[src/design/cdq_pkg.sv]
`default_nettype none

package cdq_pkg;

    localparam int DEPTH_DEFAULT = 16;
    localparam int CAP_W         = 5;
    localparam logic [CAP_W-1:0] CAP_RESET = 5'd16;
    localparam int DATA_W        = 32;
    localparam int REG_CAP       = 0;

    typedef enum logic [1:0] {
        MODE_PUSH_FRONT = 2'd0,
        MODE_PUSH_BACK  = 2'd1,
        MODE_POP_FRONT  = 2'd2,
        MODE_POP_BACK   = 2'd3
    } t_mode;

    typedef enum logic [1:0] {
        STAT_DONE  = 2'd0,
        STAT_FULL  = 2'd1,
        STAT_EMPTY = 2'd2
    } t_status;

    typedef enum logic {
        ST_IDLE = 1'b0,
        ST_READ = 1'b1
    } t_state;

    typedef struct packed {
        t_mode                    mode;
        logic signed [DATA_W-1:0] push_value;
    } t_in_word;

    typedef struct packed {
        t_status                  status;
        logic signed [DATA_W-1:0] popped_value;
    } t_out_word;

    typedef struct packed {
        logic we;
        logic re;
    } t_mem_cmd;

    typedef struct packed {
        logic busy;
        logic empty;
    } t_ctrl_stat;

endpackage

`default_nettype wire

[src/design/circular_deque_core.sv]
// Results: a push or a refused pop gives its result word in the cycle after acceptance;
// a pop that succeeds gives it through the RAM read register and then the output register.
// Throughput: one push per cycle unless the output stalls; a successful pop holds the
// input in the ST_READ state while the single memory port returns the slot.
// Reset: synchronous, active low; the deque is empty and the capacity is 16.
// A capacity write also empties the deque.
`default_nettype none

module circular_deque_core #(
    parameter int DEPTH = cdq_pkg::DEPTH_DEFAULT
) (
    input  wire                          i_clk,
    input  wire                          i_rst_n,
    input  wire                          i_in_valid,
    output logic                         o_in_stall,
    input  cdq_pkg::t_in_word            i_in_word,
    output logic                         o_out_valid,
    input  wire                          i_out_stall,
    output cdq_pkg::t_out_word           o_out_word,
    input  wire                          psel,
    input  wire                          penable,
    input  wire                          pwrite,
    input  wire [2:0]                    paddr,
    input  wire [31:0]                   pwdata,
    output logic [31:0]                  prdata,
    output logic                         pready
);
    import cdq_pkg::*;

    localparam int IW = $clog2(DEPTH);

    logic [CAP_W-1:0]  r_cap;
    logic              cfg_wr;
    logic              cap_sel;
    t_mem_cmd          mem_cmd;
    logic [IW-1:0]     mem_addr;
    logic [DATA_W-1:0] mem_wdata;
    logic [DATA_W-1:0] mem_rdata;
    t_ctrl_stat        stat;

    assign pready  = 1'b1;
    assign cap_sel = (paddr[2] == 1'(REG_CAP));
    assign cfg_wr  = psel && penable && pwrite && pready;
    assign prdata  = cap_sel ? {{(32 - CAP_W){1'b0}}, r_cap} : 32'd0;

    always_ff @(posedge i_clk) begin
        if (!i_rst_n) begin
            r_cap <= CAP_RESET;
        end else if (cfg_wr && cap_sel) begin
            r_cap <= pwdata[CAP_W-1:0];
        end
    end

    cdq_ctrl #(
        .DEPTH (DEPTH),
        .IW    (IW)
    ) u_ctrl (
        .i_clk       (i_clk),
        .i_rst_n     (i_rst_n),
        .i_cap       (r_cap),
        .i_clear     (cfg_wr && cap_sel),
        .i_in_valid  (i_in_valid),
        .o_in_stall  (o_in_stall),
        .i_in_word   (i_in_word),
        .o_out_valid (o_out_valid),
        .i_out_stall (i_out_stall),
        .o_out_word  (o_out_word),
        .o_mem_cmd   (mem_cmd),
        .o_mem_addr  (mem_addr),
        .o_mem_wdata (mem_wdata),
        .i_mem_rdata (mem_rdata),
        .o_stat      (stat)
    );

    cdq_ram #(
        .DEPTH (DEPTH),
        .IW    (IW)
    ) u_ram (
        .i_clk   (i_clk),
        .i_cmd   (mem_cmd),
        .i_addr  (mem_addr),
        .i_wdata (mem_wdata),
        .o_rdata (mem_rdata)
    );

    a_read_done: assert property (@(posedge i_clk) disable iff (!i_rst_n)
        stat.busy |=> (o_out_valid && o_out_word.status == STAT_DONE && !stat.busy))
        else $error("pop read did not produce a result word");

    a_cfg_empty: assert property (@(posedge i_clk) disable iff (!i_rst_n)
        (cfg_wr && cap_sel) |=> stat.empty)
        else $error("capacity write did not empty the deque");

    a_pop_empty: assert property (@(posedge i_clk) disable iff (!i_rst_n)
        (i_in_valid && !o_in_stall && i_in_word.mode[1] && stat.empty) |=>
        (o_out_valid && o_out_word.status == STAT_EMPTY && o_out_word.popped_value == -32'sd1))
        else $error("pop from empty deque was not refused");

    a_no_mem_clash: assert property (@(posedge i_clk) disable iff (!i_rst_n)
        !(mem_cmd.we && mem_cmd.re))
        else $error("memory read and write issued together");

endmodule

`default_nettype wire

[src/design/cdq_ram.sv]
`default_nettype none

module cdq_ram #(
    parameter int DEPTH = cdq_pkg::DEPTH_DEFAULT,
    parameter int IW    = $clog2(DEPTH)
) (
    input  wire                          i_clk,
    input  cdq_pkg::t_mem_cmd            i_cmd,
    input  wire [IW-1:0]                 i_addr,
    input  wire [cdq_pkg::DATA_W-1:0]    i_wdata,
    output logic [cdq_pkg::DATA_W-1:0]   o_rdata
);
    import cdq_pkg::*;

    logic [DATA_W-1:0] r_mem [DEPTH];
    logic [DATA_W-1:0] r_rdata;

    always_ff @(posedge i_clk) begin
        if (i_cmd.we) begin
            r_mem[i_addr] <= i_wdata;
        end
        if (i_cmd.re) begin
            r_rdata <= r_mem[i_addr];
        end
    end

    assign o_rdata = r_rdata;

endmodule

`default_nettype wire

[src/design/cdq_ctrl.sv]
`default_nettype none

module cdq_ctrl #(
    parameter int DEPTH = cdq_pkg::DEPTH_DEFAULT,
    parameter int IW    = $clog2(DEPTH)
) (
    input  wire                          i_clk,
    input  wire                          i_rst_n,
    input  wire [cdq_pkg::CAP_W-1:0]     i_cap,
    input  wire                          i_clear,
    input  wire                          i_in_valid,
    output logic                         o_in_stall,
    input  cdq_pkg::t_in_word            i_in_word,
    output logic                         o_out_valid,
    input  wire                          i_out_stall,
    output cdq_pkg::t_out_word           o_out_word,
    output cdq_pkg::t_mem_cmd            o_mem_cmd,
    output logic [IW-1:0]                o_mem_addr,
    output logic [cdq_pkg::DATA_W-1:0]   o_mem_wdata,
    input  wire [cdq_pkg::DATA_W-1:0]    i_mem_rdata,
    output cdq_pkg::t_ctrl_stat          o_stat
);
    import cdq_pkg::*;

    localparam int CW = ($clog2(DEPTH + 1) > CAP_W) ? $clog2(DEPTH + 1) : CAP_W;

    t_state        r_state, n_state;
    logic [IW-1:0] r_front, n_front;
    logic [IW-1:0] r_back, n_back;
    logic          r_empty, n_empty;
    logic          r_out_vld, n_out_vld;
    t_out_word     r_out, n_out;

    logic [CW-1:0] cap;
    logic [CW-1:0] back_inc_w;
    logic [CW-1:0] front_inc_w;
    logic [IW-1:0] back_inc, front_inc, back_dec, front_dec;
    logic          full;
    logic          in_acc;
    logic          is_pop;
    logic          out_free;

    always_comb begin
        if (i_cap == '0) begin
            cap = CW'(1);
        end else if (CW'(i_cap) > CW'(DEPTH)) begin
            cap = CW'(DEPTH);
        end else begin
            cap = CW'(i_cap);
        end
    end

    assign back_inc_w  = CW'(r_back) + CW'(1);
    assign front_inc_w = CW'(r_front) + CW'(1);
    assign back_inc    = (back_inc_w >= cap) ? '0 : back_inc_w[IW-1:0];
    assign front_inc   = (front_inc_w >= cap) ? '0 : front_inc_w[IW-1:0];
    assign back_dec    = (r_back == '0) ? IW'(cap - CW'(1)) : r_back - IW'(1);
    assign front_dec   = (r_front == '0) ? IW'(cap - CW'(1)) : r_front - IW'(1);
    assign full        = !r_empty && (back_inc == r_front);
    assign is_pop      = i_in_word.mode[1];

    always_comb begin
        n_state = r_state;
        case (r_state)
            ST_IDLE: begin
                if (in_acc && is_pop && !r_empty) begin
                    n_state = ST_READ;
                end
            end
            ST_READ: begin
                n_state = ST_IDLE;
            end
            default: begin
                n_state = ST_IDLE;
            end
        endcase
    end

    always_comb begin
        out_free   = !r_out_vld || !i_out_stall;
        o_in_stall = (r_state == ST_READ) || !out_free;
        in_acc     = i_in_valid && !o_in_stall;
    end

    always_comb begin
        n_front     = r_front;
        n_back      = r_back;
        n_empty     = r_empty;
        n_out_vld   = r_out_vld && i_out_stall;
        n_out       = r_out;
        o_mem_cmd   = '0;
        o_mem_addr  = r_front;
        o_mem_wdata = i_in_word.push_value;

        if (r_state == ST_READ) begin
            n_out_vld          = 1'b1;
            n_out.status       = STAT_DONE;
            n_out.popped_value = i_mem_rdata;
        end

        if (in_acc) begin
            if (!is_pop) begin
                n_out_vld          = 1'b1;
                n_out.popped_value = '0;
                if (full) begin
                    n_out.status = STAT_FULL;
                end else begin
                    n_out.status = STAT_DONE;
                    o_mem_cmd.we = 1'b1;
                    if (r_empty) begin
                        n_front    = '0;
                        n_back     = '0;
                        n_empty    = 1'b0;
                        o_mem_addr = '0;
                    end else if (i_in_word.mode == MODE_PUSH_FRONT) begin
                        n_front    = front_dec;
                        o_mem_addr = front_dec;
                    end else begin
                        n_back     = back_inc;
                        o_mem_addr = back_inc;
                    end
                end
            end else if (r_empty) begin
                n_out_vld          = 1'b1;
                n_out.status       = STAT_EMPTY;
                n_out.popped_value = '1;
            end else begin
                o_mem_cmd.re = 1'b1;
                o_mem_addr   = (i_in_word.mode == MODE_POP_FRONT) ? r_front : r_back;
                if (r_front == r_back) begin
                    n_front = '0;
                    n_back  = '0;
                    n_empty = 1'b1;
                end else if (i_in_word.mode == MODE_POP_FRONT) begin
                    n_front = front_inc;
                end else begin
                    n_back = back_dec;
                end
            end
        end

        if (i_clear) begin
            n_front = '0;
            n_back  = '0;
            n_empty = 1'b1;
        end
    end

    always_ff @(posedge i_clk) begin
        if (!i_rst_n) begin
            r_state   <= ST_IDLE;
            r_front   <= '0;
            r_back    <= '0;
            r_empty   <= 1'b1;
            r_out_vld <= 1'b0;
        end else begin
            r_state   <= n_state;
            r_front   <= n_front;
            r_back    <= n_back;
            r_empty   <= n_empty;
            r_out_vld <= n_out_vld;
        end
    end

    always_ff @(posedge i_clk) begin
        r_out <= n_out;
    end

    assign o_out_valid  = r_out_vld;
    assign o_out_word   = r_out;
    assign o_stat.busy  = (r_state == ST_READ);
    assign o_stat.empty = r_empty;

endmodule

`default_nettype wire

[config.mk]
export PLATFORM = sky130hd
export DESIGN_NAME = circular_deque_core
export DESIGN_NICKNAME = d
export VERILOG_FILES = /design/src/design/cdq_pkg.sv /design/src/design/circular_deque_core.sv /design/src/design/cdq_ram.sv /design/src/design/cdq_ctrl.sv
export SDC_FILE = /design/constraint.sdc
export NUM_CORES = 1
export LEC_CHECK = 0
export ABC_AREA = 1
export BUFFER_PORTS_ARGS = -buffer_cell sky130_fd_sc_hd__buf_2
export CAP_MARGIN = 20
export CORE_MARGIN = 2
export CORE_UTILIZATION = 30
export CTS_CLUSTER_SIZE = 16
export DETAILED_ROUTE_END_ITERATION = 6
export GPL_ROUTABILITY_DRIVEN = 0
export HOLD_SLACK_MARGIN = 0.02
export PLACE_DENSITY_LB_ADDON = 0.05
export SETUP_SLACK_MARGIN = 0.02
export SLEW_MARGIN = 20
export SYNTH_ARGS = -nofsm -noshare
export SYNTH_HDL_FRONTEND = slang
export SYNTH_SLANG_ARGS = --single-unit
[constraint.sdc]
create_clock -name i_clk -period 9.5 [get_ports i_clk]
set_input_delay 0.95 -clock i_clk [delete_from_list [all_inputs] [get_ports i_clk]]
set_output_delay 0.95 -clock i_clk [all_outputs]
set_load 0.005 [all_outputs]
==> flow_metrics.tcl, run 1 <==
set metrics [dict create \
    status "finished clean" \
    placed_area_um2 27500 \
    cts_hold_buf 0 \
    die_area_um2 89400 \
    hold_depth 2 \
    synthArstFlopShare 0 \
    fin_ws_ns 3.04 \
    overflow 0 \
    layout_common_cells "1233 x nand2_1, 544 x edfxtp_1, 265 x nand3_1, 102 x inv_1, 87 x buf_2" \
    root_buffer "clkbuf_16" \
    worst_pin_slew_ns 1.09 \
    dp_slack_ns 2.84 \
    min-delay-start "u_ctrl.o_out_word[33]" \
    core-area_um2 86500 \
    start_util 0.302 \
    synth-warning-count 0 \
    yosysSeqAreaShare 0.664 \
    skew_ns 0.0158 \
    fin_cells 3858 \
    fmax_mhz 155 \
    synthFlopType "edfxtp_1" \
    clk_path_buf_depth 3 \
    worstReg2RegStart "u_ctrl.r_back[0]" \
    endpoint_kind "flop" \
    placementRows 108 \
    cts_tree "built" \
    p_per_area_nw_per_um2 221 \
    fp.dieW_um 299 \
    first_pass_iters 4 \
    grt_pass1_wl_um 116000 \
    rrSetupSlack_ns 3.04 \
    ys_types 41 \
    die_h_um 299 \
    ant_nets 0 \
    r2r-end "u_ram.r_mem[10][23]" \
    vdd_drop_max_mv 0.124 \
    numCtsBuffers 73 \
    antenna_found_initial 3 \
    port_buffers 87 \
    place_inst 3725 \
    drc 0 \
    grt_pass1_vias 17700 \
    synth_edf_count 544 \
    crit_required_ns 9.74 \
    startpoint_type "flop" \
    finalNetCount 2738 \
    grt_usage 0.174 \
    cp_max_fo 42 \
    layout-drive-gt1-share 0.101 \
    hold_violations 0 \
    max_cap_viol_count 0 \
    leakage_nw 12.2 \
    viasPerCell 4.65 \
    syn_area_um2 26100 \
    rsz0062_at_grt "no" \
    setup-tns-final_ns 0 \
    grt_max_degree 93 \
    clk_pin_slew_worst_paths_ns 0.05 \
    min_to "u_ctrl.o_out_word[33]" \
    postCtsSetupBuffers 0 \
    synthCells 2593 \
    relSlewSlack 0.271 \
    cts_sinks 594 \
    fin_util 0.345 \
    period_minus_slack_ns 6.46 \
    ctsResizeCount 0 \
    setup_viol 0 \
    htreeDepth 3 \
    wl_per_cell_um 20.3 \
    syn_area_per_cell_um2 10.1 \
    slew_violations 0 \
    worstSetupPathType "flop to flop" \
    final_common_cell "nand2_1" \
    dr.first_iter.drc_count 1207 \
    nFillCells 8831 \
    ys_seq_elements 594 \
    arrival_ns 6.70 \
    hp-class "flop to flop" \
    drt_wl_total_um 78300 \
    hpwl_um 41100 \
    design_area_um2 29900 \
    vias 17900 \
    clkLatencyLatePin_ns 0.61 \
    io_pins 145 \
    areaGrowthSynthToFinish_pct 14.4 \
    period_share 0.680 \
    startpoint "u_ctrl.r_back[0]" \
    r2r_cells 19 \
]
power by group:
group	leakage, nW	internal (W)	switching (W)	total (W)
clock	1.13	0.00165	0.00107	0.00272
combinational	5.72	0.000256	0.000648	0.000904
sequential	5.32	0.00294	0.0000379	0.00297
total	12.2	0.00484	0.00176	0.00660
Yosys cell counts (2+ instances only):
cell	number	area, µm²
nand2_1	1235	4640
edfxtp_1	544	16300
nand3_1	265	1330
inv_1	104	390
buf_2	54	270
dfxtp_1	50	1000
nor2_1	46	173
clkbuf_1	43	161
buf_4	40	300
a31oi_1	35	219
o21ai_0	29	145
a21oi_1	27	135
buf_6	26	293
ha_1	15	188
inv_2	13	48.8
buf_1	9	33.8
nand4_1	8	50.1
xor2_1	7	61.3
nand3_2	6	60.1
nor2_2	4	25.0
o21ai_1	4	20.0
o22ai_1	3	18.8
a32oi_1	2	17.5
clkinv_1	2	7.51
conb_1	2	7.51
nand2_2	2	12.5
nor3_1	2	10.0
o211ai_1	2	15.0
o21bai_1	2	15.0
how the worst max path moves through the flow:
stage | to | slack (ns) | cells past startpoint
final | u_ram.r_mem[10][23] | 3.04 | 19
after global routing | u_ram.r_mem[10][2] | 2.64 | 19
after CTS | u_ram.r_mem[10][30] | 2.92 | 19
after detailed placement | u_ram.r_mem[10][23] | 2.84 | 12
after global placement | u_ram.r_mem[10][24] | 2.91 | 12
after floorplan | u_ram.r_mem[10][0] | 4.85 | 18
worst max-delay path, stage by stage (launching register included):
cell and delay [ns]:
dfxtp_1 0.55, ha_1 0.33, nand2_1 0.08, nor2_1 0.16
ha_1 0.27, nand2_1 0.10, inv_2 0.06, a21oi_4 0.26
nand3_2 0.14, nand2_1 0.10, nand2_1 0.06, nor2_1 0.15
nand3_2 0.21, nand2_2 0.14, inv_2 0.10, a22oi_4 0.85
buf_4 0.69, nand4_1 0.55, nor2_4 0.67, buf_4 0.54
routing by layer:
layer / part of all wire / track usage / vias to the layer above
met5: 0.00017 / 0 / -
li1: - / - / 8685
met2: 0.47 / 0.291 / 346
met3: 0.039 / 0.0282 / 107
met4: 0.020 / 0.0413 / 2
met1: 0.47 / 0.238 / 8809
stage by stage:
step / total power [W] / hold WS, ns
6_report: 0.00660 / 0.464
4_1_cts: 0.00670 / 0.467
5_1_grt: 0.00692 / 0.486
3_3_place_gp: 0.00394 / 0.448
3_5_place_dp: 0.00395 / 0.459
2_1_floorplan: 0.00364 / 0.462
kinds of logic (layout without fill, tap and decap cells):
kind of cell               Yosys count  in the layout  synth area share
and+or+nand+nor                   1571           1571             0.242
buffers and inverters              291            373            0.0576
DFF                                594            594             0.664
other                                2             30          0.000288
adders and majority gates           15             15           0.00719
xor gates and xnor gates             8              8           0.00340
AOI/OAI and AO/OA                  112            112            0.0259
state kept, by name (all words and copies together), names as in the netlist:
name                cells
u_ctrl.o_out_word      34
r_cap                   5
u_ctrl.r_empty          1
u_ctrl.r_back           4
u_ram.o_rdata          32
u_ram.r_mem           512
u_ctrl.r_state          1
u_ctrl.r_front          4
u_ctrl.o_out_valid      1
area by class of cell:
cell class,count,area [µm²],share of cell area
Multi-Input combinational cell,1734,7540,0.252
Clock inverter,30,292,0.00976
Tap cell,1155,1450,0.0484
Sequential cell,594,17300,0.581
Clock buffer,99,2020,0.0676
Antenna cell,2,5.00,0.000168
Timing Repair Buffer,125,777,0.0260
Inverter,119,449,0.0150
Power figures use the tool's default switching activity.
==> run 2: changes to the inputs <==
--- a/config.mk
+++ b/config.mk
@@ -5,7 +5,7 @@
 export SDC_FILE = /design/constraint.sdc
 export NUM_CORES = 1
 export LEC_CHECK = 0
-export ABC_AREA = 1
+export ABC_AREA = 0
 export BUFFER_PORTS_ARGS = -buffer_cell sky130_fd_sc_hd__buf_2
 export CAP_MARGIN = 20
 export CORE_MARGIN = 2
==> constraint.sdc (replaced) <==
create_clock -name i_clk -period 6.35 [get_ports i_clk]
set_input_delay 0.635 -clock i_clk [delete_from_list [all_inputs] [get_ports i_clk]]
set_output_delay 0.635 -clock i_clk [all_outputs]
set_load 0.005 [all_outputs]
==> flow_metrics.tcl, run 2 <==
set metrics [dict create \
    status "finished clean" \
    slew_violations 0 \
    syn_area_um2 24600 \
    fmax_mhz 185 \
    dr.first_iter.drc_count 795 \
    syn_area_per_cell_um2 14.8 \
    htreeDepth 3 \
    finalNetCount 1862 \
    ys_types 63 \
    cts_sinks 594 \
    layout-drive-gt1-share 0.190 \
    start_util 0.302 \
    drc 0 \
    synthCells 1660 \
    yosysSeqAreaShare 0.704 \
    finalPower_w 0.00948 \
    areaGrowthSynthToFinish_pct 17.1 \
    placed_area_um2 26500 \
    clk_path_buf_depth 3 \
    die_h_um 290 \
    synth-warning-count 0 \
    period_share 0.849 \
    synthArstFlopShare 0 \
    root_buffer "clkbuf_16" \
    layout_common_cells "544 x edfxtp_1, 146 x nand2_1, 130 x and3_1, 129 x a211o_1, 110 x a21oi_1" \
    cts_hold_buf 0 \
    die_area_um2 84300 \
    placementRows 105 \
    core-area_um2 81600 \
    cts_tree "built" \
    clkLatencyLatePin_ns 0.60 \
    viasPerCell 5.03 \
    synthFlopType "edfxtp_1" \
    arrival_ns 5.74 \
    overflow 0 \
    ant_nets 0 \
    numCtsBuffers 72 \
    synth_top_cell_by_area "edfxtp_1" \
    top_register "u_ram.r_mem" \
    worst_pin_slew_ns 1.07 \
    final_common_cell "edfxtp_1" \
    synth_most_common_cell "edfxtp_1" \
    ctsResizeCount 0 \
    vdd_drop_max_mv 0.169 \
    skew_ns 0.0213 \
    vias 14600 \
    synth_top_area_share 0.664 \
    clk_pin_slew_worst_paths_ns 0.06 \
    grt_pass1_vias 14800 \
    synthTopCellsByArea "edfxtp_1 66%, a211o_1 4.6%, mux2i_1 4.1%" \
    postCtsSetupBuffers 0 \
    design_area_um2 28800 \
    setup-tns-final_ns 0 \
    largest_register_ffs 512 \
    wl_per_cell_um 25.1 \
    relSlewSlack 0.288 \
    p_per_area_nw_per_um2 329 \
    leakage_nw 10.1 \
    cp_max_fo 27 \
    grt_pass1_wl_um 106000 \
    max_cap_viol_count 0 \
    port_buffers 87 \
    crit_required_ns 6.70 \
    yosys-top-cells-count "544 x edfxtp_1, 148 x nand2_1, 130 x a211o_1, 130 x and3_1, 110 x a21oi_1" \
    worstSetupPathType "flop to flop" \
    setup_viol 0 \
    drt_wl_total_um 72800 \
    fp.dieW_um 290 \
    hpwl_um 41000 \
    endpoint_kind "flop" \
    grt_max_degree 81 \
    fin_cells 2899 \
    rsz0062_at_grt "no" \
    io_pins 145 \
    diodes 0 \
    hold_violations 0 \
    hp-class "input pin to flop" \
    period_minus_slack_ns 5.39 \
    antenna_found_initial 1 \
    fin_util 0.353 \
    place_inst 2767 \
    grt_usage 0.171 \
    first_pass_iters 7 \
    startpoint_type "flop" \
    synth_edf_count 544 \
    ys_seq_elements 594 \
]
## run 2: changes by cell type in the layout (fill, tap and decap cells not counted), sizes merged, moves of 34 or more
cell   previous run  this run
a211o             0       130
a21oi            28       111
a32o              1        64
and3              1       130
buf             125       163
inv             119        14
mux2i             0       102
nand2          1237       148
nand3           271         9
nor4              1        35
## run 2: area by class of cell
cell class	count	area, µm²
Timing Repair Buffer	163	1080
Inverter	13	48.8
Sequential cell	594	17300
Tap cell	1070	1340
Clock inverter	34	280
Clock buffer	98	2000
Fill cell	7831	52800
Multi-Input combinational cell	927	6720
## run 2: logic make-up (layout without fill, tap and decap cells)
kind of cell / count (synthesis) / count (layout) / synth area share
AO/OA/AOI/OAI: 361 / 361 / 0.113
XOR/XNOR: 12 / 12 / 0.00514
adder cells (fa/ha/maj): 15 / 15 / 0.00763
buffers and inverters: 165 / 308 / 0.0342
flip-flops: 594 / 594 / 0.704
multiplexers: 103 / 103 / 0.0419
other: 2 / 28 / 0.000305
AND/OR/NAND/NOR: 408 / 408 / 0.0930
## run 2: through the flow
step | hold WS [ns] | worst slack [ns]
after floorplan | 0.466 | 0.611
after global placement | 0.457 | 0.926
after detailed placement | 0.462 | 0.890
after CTS | 0.195 | 0.844
after global routing | 0.207 | 0.617
final | 0.234 | 0.959
## run 2: worst paths after layout
kind                          from  cells after the start  slack (ns)                     to
max               u_ctrl.r_back[1]                     13        0.96       u_ram.o_rdata[5]
min                        i_rst_n                      2        0.23               r_cap[4]
min reg2reg  u_ctrl.o_out_word[33]                      2        0.47  u_ctrl.o_out_word[33]
max reg2reg       u_ctrl.r_back[1]                     13        0.96       u_ram.o_rdata[5]
## run 2: per-layer routing
metal / GRT usage / share of wire
met5: 0 / 0.00018
met4: 0.0409 / 0.016
met3: 0.0255 / 0.039
met2: 0.287 / 0.48
met1: 0.233 / 0.46
## run 2: worst max-delay path, stage by stage (launching register included)
cell      delay (ns)
dfxtp_1         0.55
ha_1            0.39
xor2_2          0.28
ha_1            0.30
a21oi_1         0.16
o21ai_2         0.13
a211oi_2        0.35
mux2i_1         0.46
nor3_2          0.14
a21oi_1         0.66
and4b_2         1.09
buf_4           0.31
a32o_1          0.22
nor4_2          0.07
## run 2: power breakdown
part	total, W	internal (W)	leakage, nW	switching [W]
Combinational	0.00109	0.000398	3.69	0.000693
Clock	0.00398	0.00237	1.13	0.00160
Sequential	0.00441	0.00437	5.32	0.0000422
Total	0.00948	0.00714	10.1	0.00234
==> run 3: changes to the inputs <==
==> constraint.sdc (replaced) <==
create_clock -name i_clk -period 4.4 [get_ports i_clk]
set_input_delay 0.44 -clock i_clk [delete_from_list [all_inputs] [get_ports i_clk]]
set_output_delay 0.44 -clock i_clk [all_outputs]
set_load 0.005 [all_outputs]
==> flow_metrics.tcl, run 3 (synthesized netlist as in run 2, its figures left out) <==
set metrics [dict create \
    dr.first_iter.drc_count 873 \
    hpwl_um 43200 \
    drt_wl_total_um 75100 \
    crit_required_ns 4.69 \
    skew_ns 0.0229 \
    clk_path_buf_depth 3 \
    die_area_um2 84300 \
    die_h_um 290 \
    cts_tree "built" \
    fp.dieW_um 290 \
    ant_nets 0 \
    wl_per_cell_um 25.2 \
    arrival_ns 4.44 \
    finalNetCount 1943 \
    cts_sinks 594 \
    vias 15000 \
    endpoint_kind "flop" \
    overflow 0 \
    final_common_cell "edfxtp_1" \
    max_cap_viol_count 0 \
    top_register "u_ram.r_mem" \
    largest_register_ffs 512 \
    core-area_um2 81600 \
    dp_slack_ns 0.160 \
    vdd_drop_max_mv 0.224 \
    grt_pass1_wl_um 109000 \
    setup_viol 0 \
    status "finished clean" \
    htreeDepth 3 \
    slew_violations 0 \
    finalPower_w 0.0145 \
    fin_ws_ns 0.259 \
    start_util 0.302 \
    rsz0062_at_grt "no" \
    areaGrowthSynthToFinish_pct 23.4 \
    design_area_um2 30400 \
    hp-class "input pin to flop" \
    grt_pass1_vias 15400 \
    leakage_nw 10.9 \
    viasPerCell 5.01 \
    layout_common_cells "544 x edfxtp_1, 146 x nand2_1, 130 x and3_1, 129 x a211o_1, 108 x a21oi_1" \
    fmax_mhz 241 \
    period_share 0.941 \
    worst_pin_slew_ns 1.03 \
    layout-drive-gt1-share 0.226 \
    period_minus_slack_ns 4.14 \
    placementRows 105 \
    placed_area_um2 27700 \
    port_buffers 87 \
    numCtsBuffers 73 \
    clk_pin_slew_worst_paths_ns 0.05 \
    p_per_area_nw_per_um2 477 \
    grt_max_degree 87 \
    root_buffer "clkbuf_16" \
    grt_usage 0.176 \
    startpoint_type "flop" \
    worstSetupPathType "flop to flop" \
    antenna_found_initial 2 \
    drc 0 \
    first_pass_iters 5 \
    cp_max_fo 8 \
    clkLatencyLatePin_ns 0.62 \
    relSlewSlack 0.314 \
    hold_violations 0 \
    io_pins 145 \
]
==> run 3: changes by cell type in the layout (fill, tap and decap cells not counted), moves of 4 or more <==
cell	delta
buf_12	+47
buf_4	+28
bufinv_16	+9
clkbuf_8	-4
clkinv_2	-7
nor3_2	-7
nor3_4	+8
==> run 3: layer usage <==
| layer | wire (µm) | global-route usage | vias to the layer above |
|---|---|---|---|
| li1 | - | - | 6862 |
| met4 | 1120 | 0.0428 | 2 |
| met3 | 2760 | 0.0258 | 77 |
| met2 | 36300 | 0.292 | 271 |
| met1 | 34900 | 0.242 | 7738 |
| met5 | 8 | 0 | - |
==> run 3: repair_timing <==
item,CTS,global route
setup endpoints to repair,0,181
hold endpoints to repair,1,0
hold buffers,1,0
setup buffers,0,5
resized for setup,0,9
==> run 3: final cells by class <==
type | instances | area, µm²
fill | 7734 | 51200
sequential | 594 | 17300
multi-input combinational | 927 | 6800
timing repair buffer | 243 | 2330
clock buffer | 93 | 1940
tap | 1070 | 1340
clock inverter | 42 | 572
inverter | 13 | 48.8
antenna | 1 | 2.50
==> run 3: path summary, 6_finish.rpt <==
check	startpoint	endpoint	slack [ns]	cells after the start
min	pwdata[4]	r_cap[4]	0.08	3
max reg2reg	u_ctrl.r_back[0]	u_ram.r_mem[4][28]	0.26	13
min reg2reg	u_ctrl.o_out_word[33]	u_ctrl.o_out_word[33]	0.47	2
max	u_ctrl.r_back[0]	u_ram.r_mem[4][28]	0.26	13
==> run 3: worst max-delay path, stage by stage, from the launching register on <==
cell and delay, ns:
dfxtp_1 0.39, ha_2 0.29, xor2_2 0.18, ha_1 0.26, a21oi_1 0.16, o21ai_2 0.15, a211oi_4 0.34, buf_4 0.18
xnor2_1 0.14, nand3_2 0.20, a221o_2 0.53, or2_2 0.46, nor3_4 0.25, buf_4 0.27
==> run 3: power by group <==
group          internal (W)  switching, W  leakage, nW
Sequential          0.00631     0.0000519         5.32
Combinational      0.000759       0.00107         4.31
Clock               0.00391       0.00239         1.23
Total                0.0110       0.00351         10.9
==> run 3: through the flow <==
step	TNS, ns	util	std cells	hold slack, ns
CTS	0	0.371	2975	0.0450
detailed placement	0	0.340	2839	0.459
global route	0	0.372	2982	0.0930
floorplan	-42.61	-	1686	0.466
finish	0	0.372	2983	0.0783
global placement	0	0.340	2839	0.456
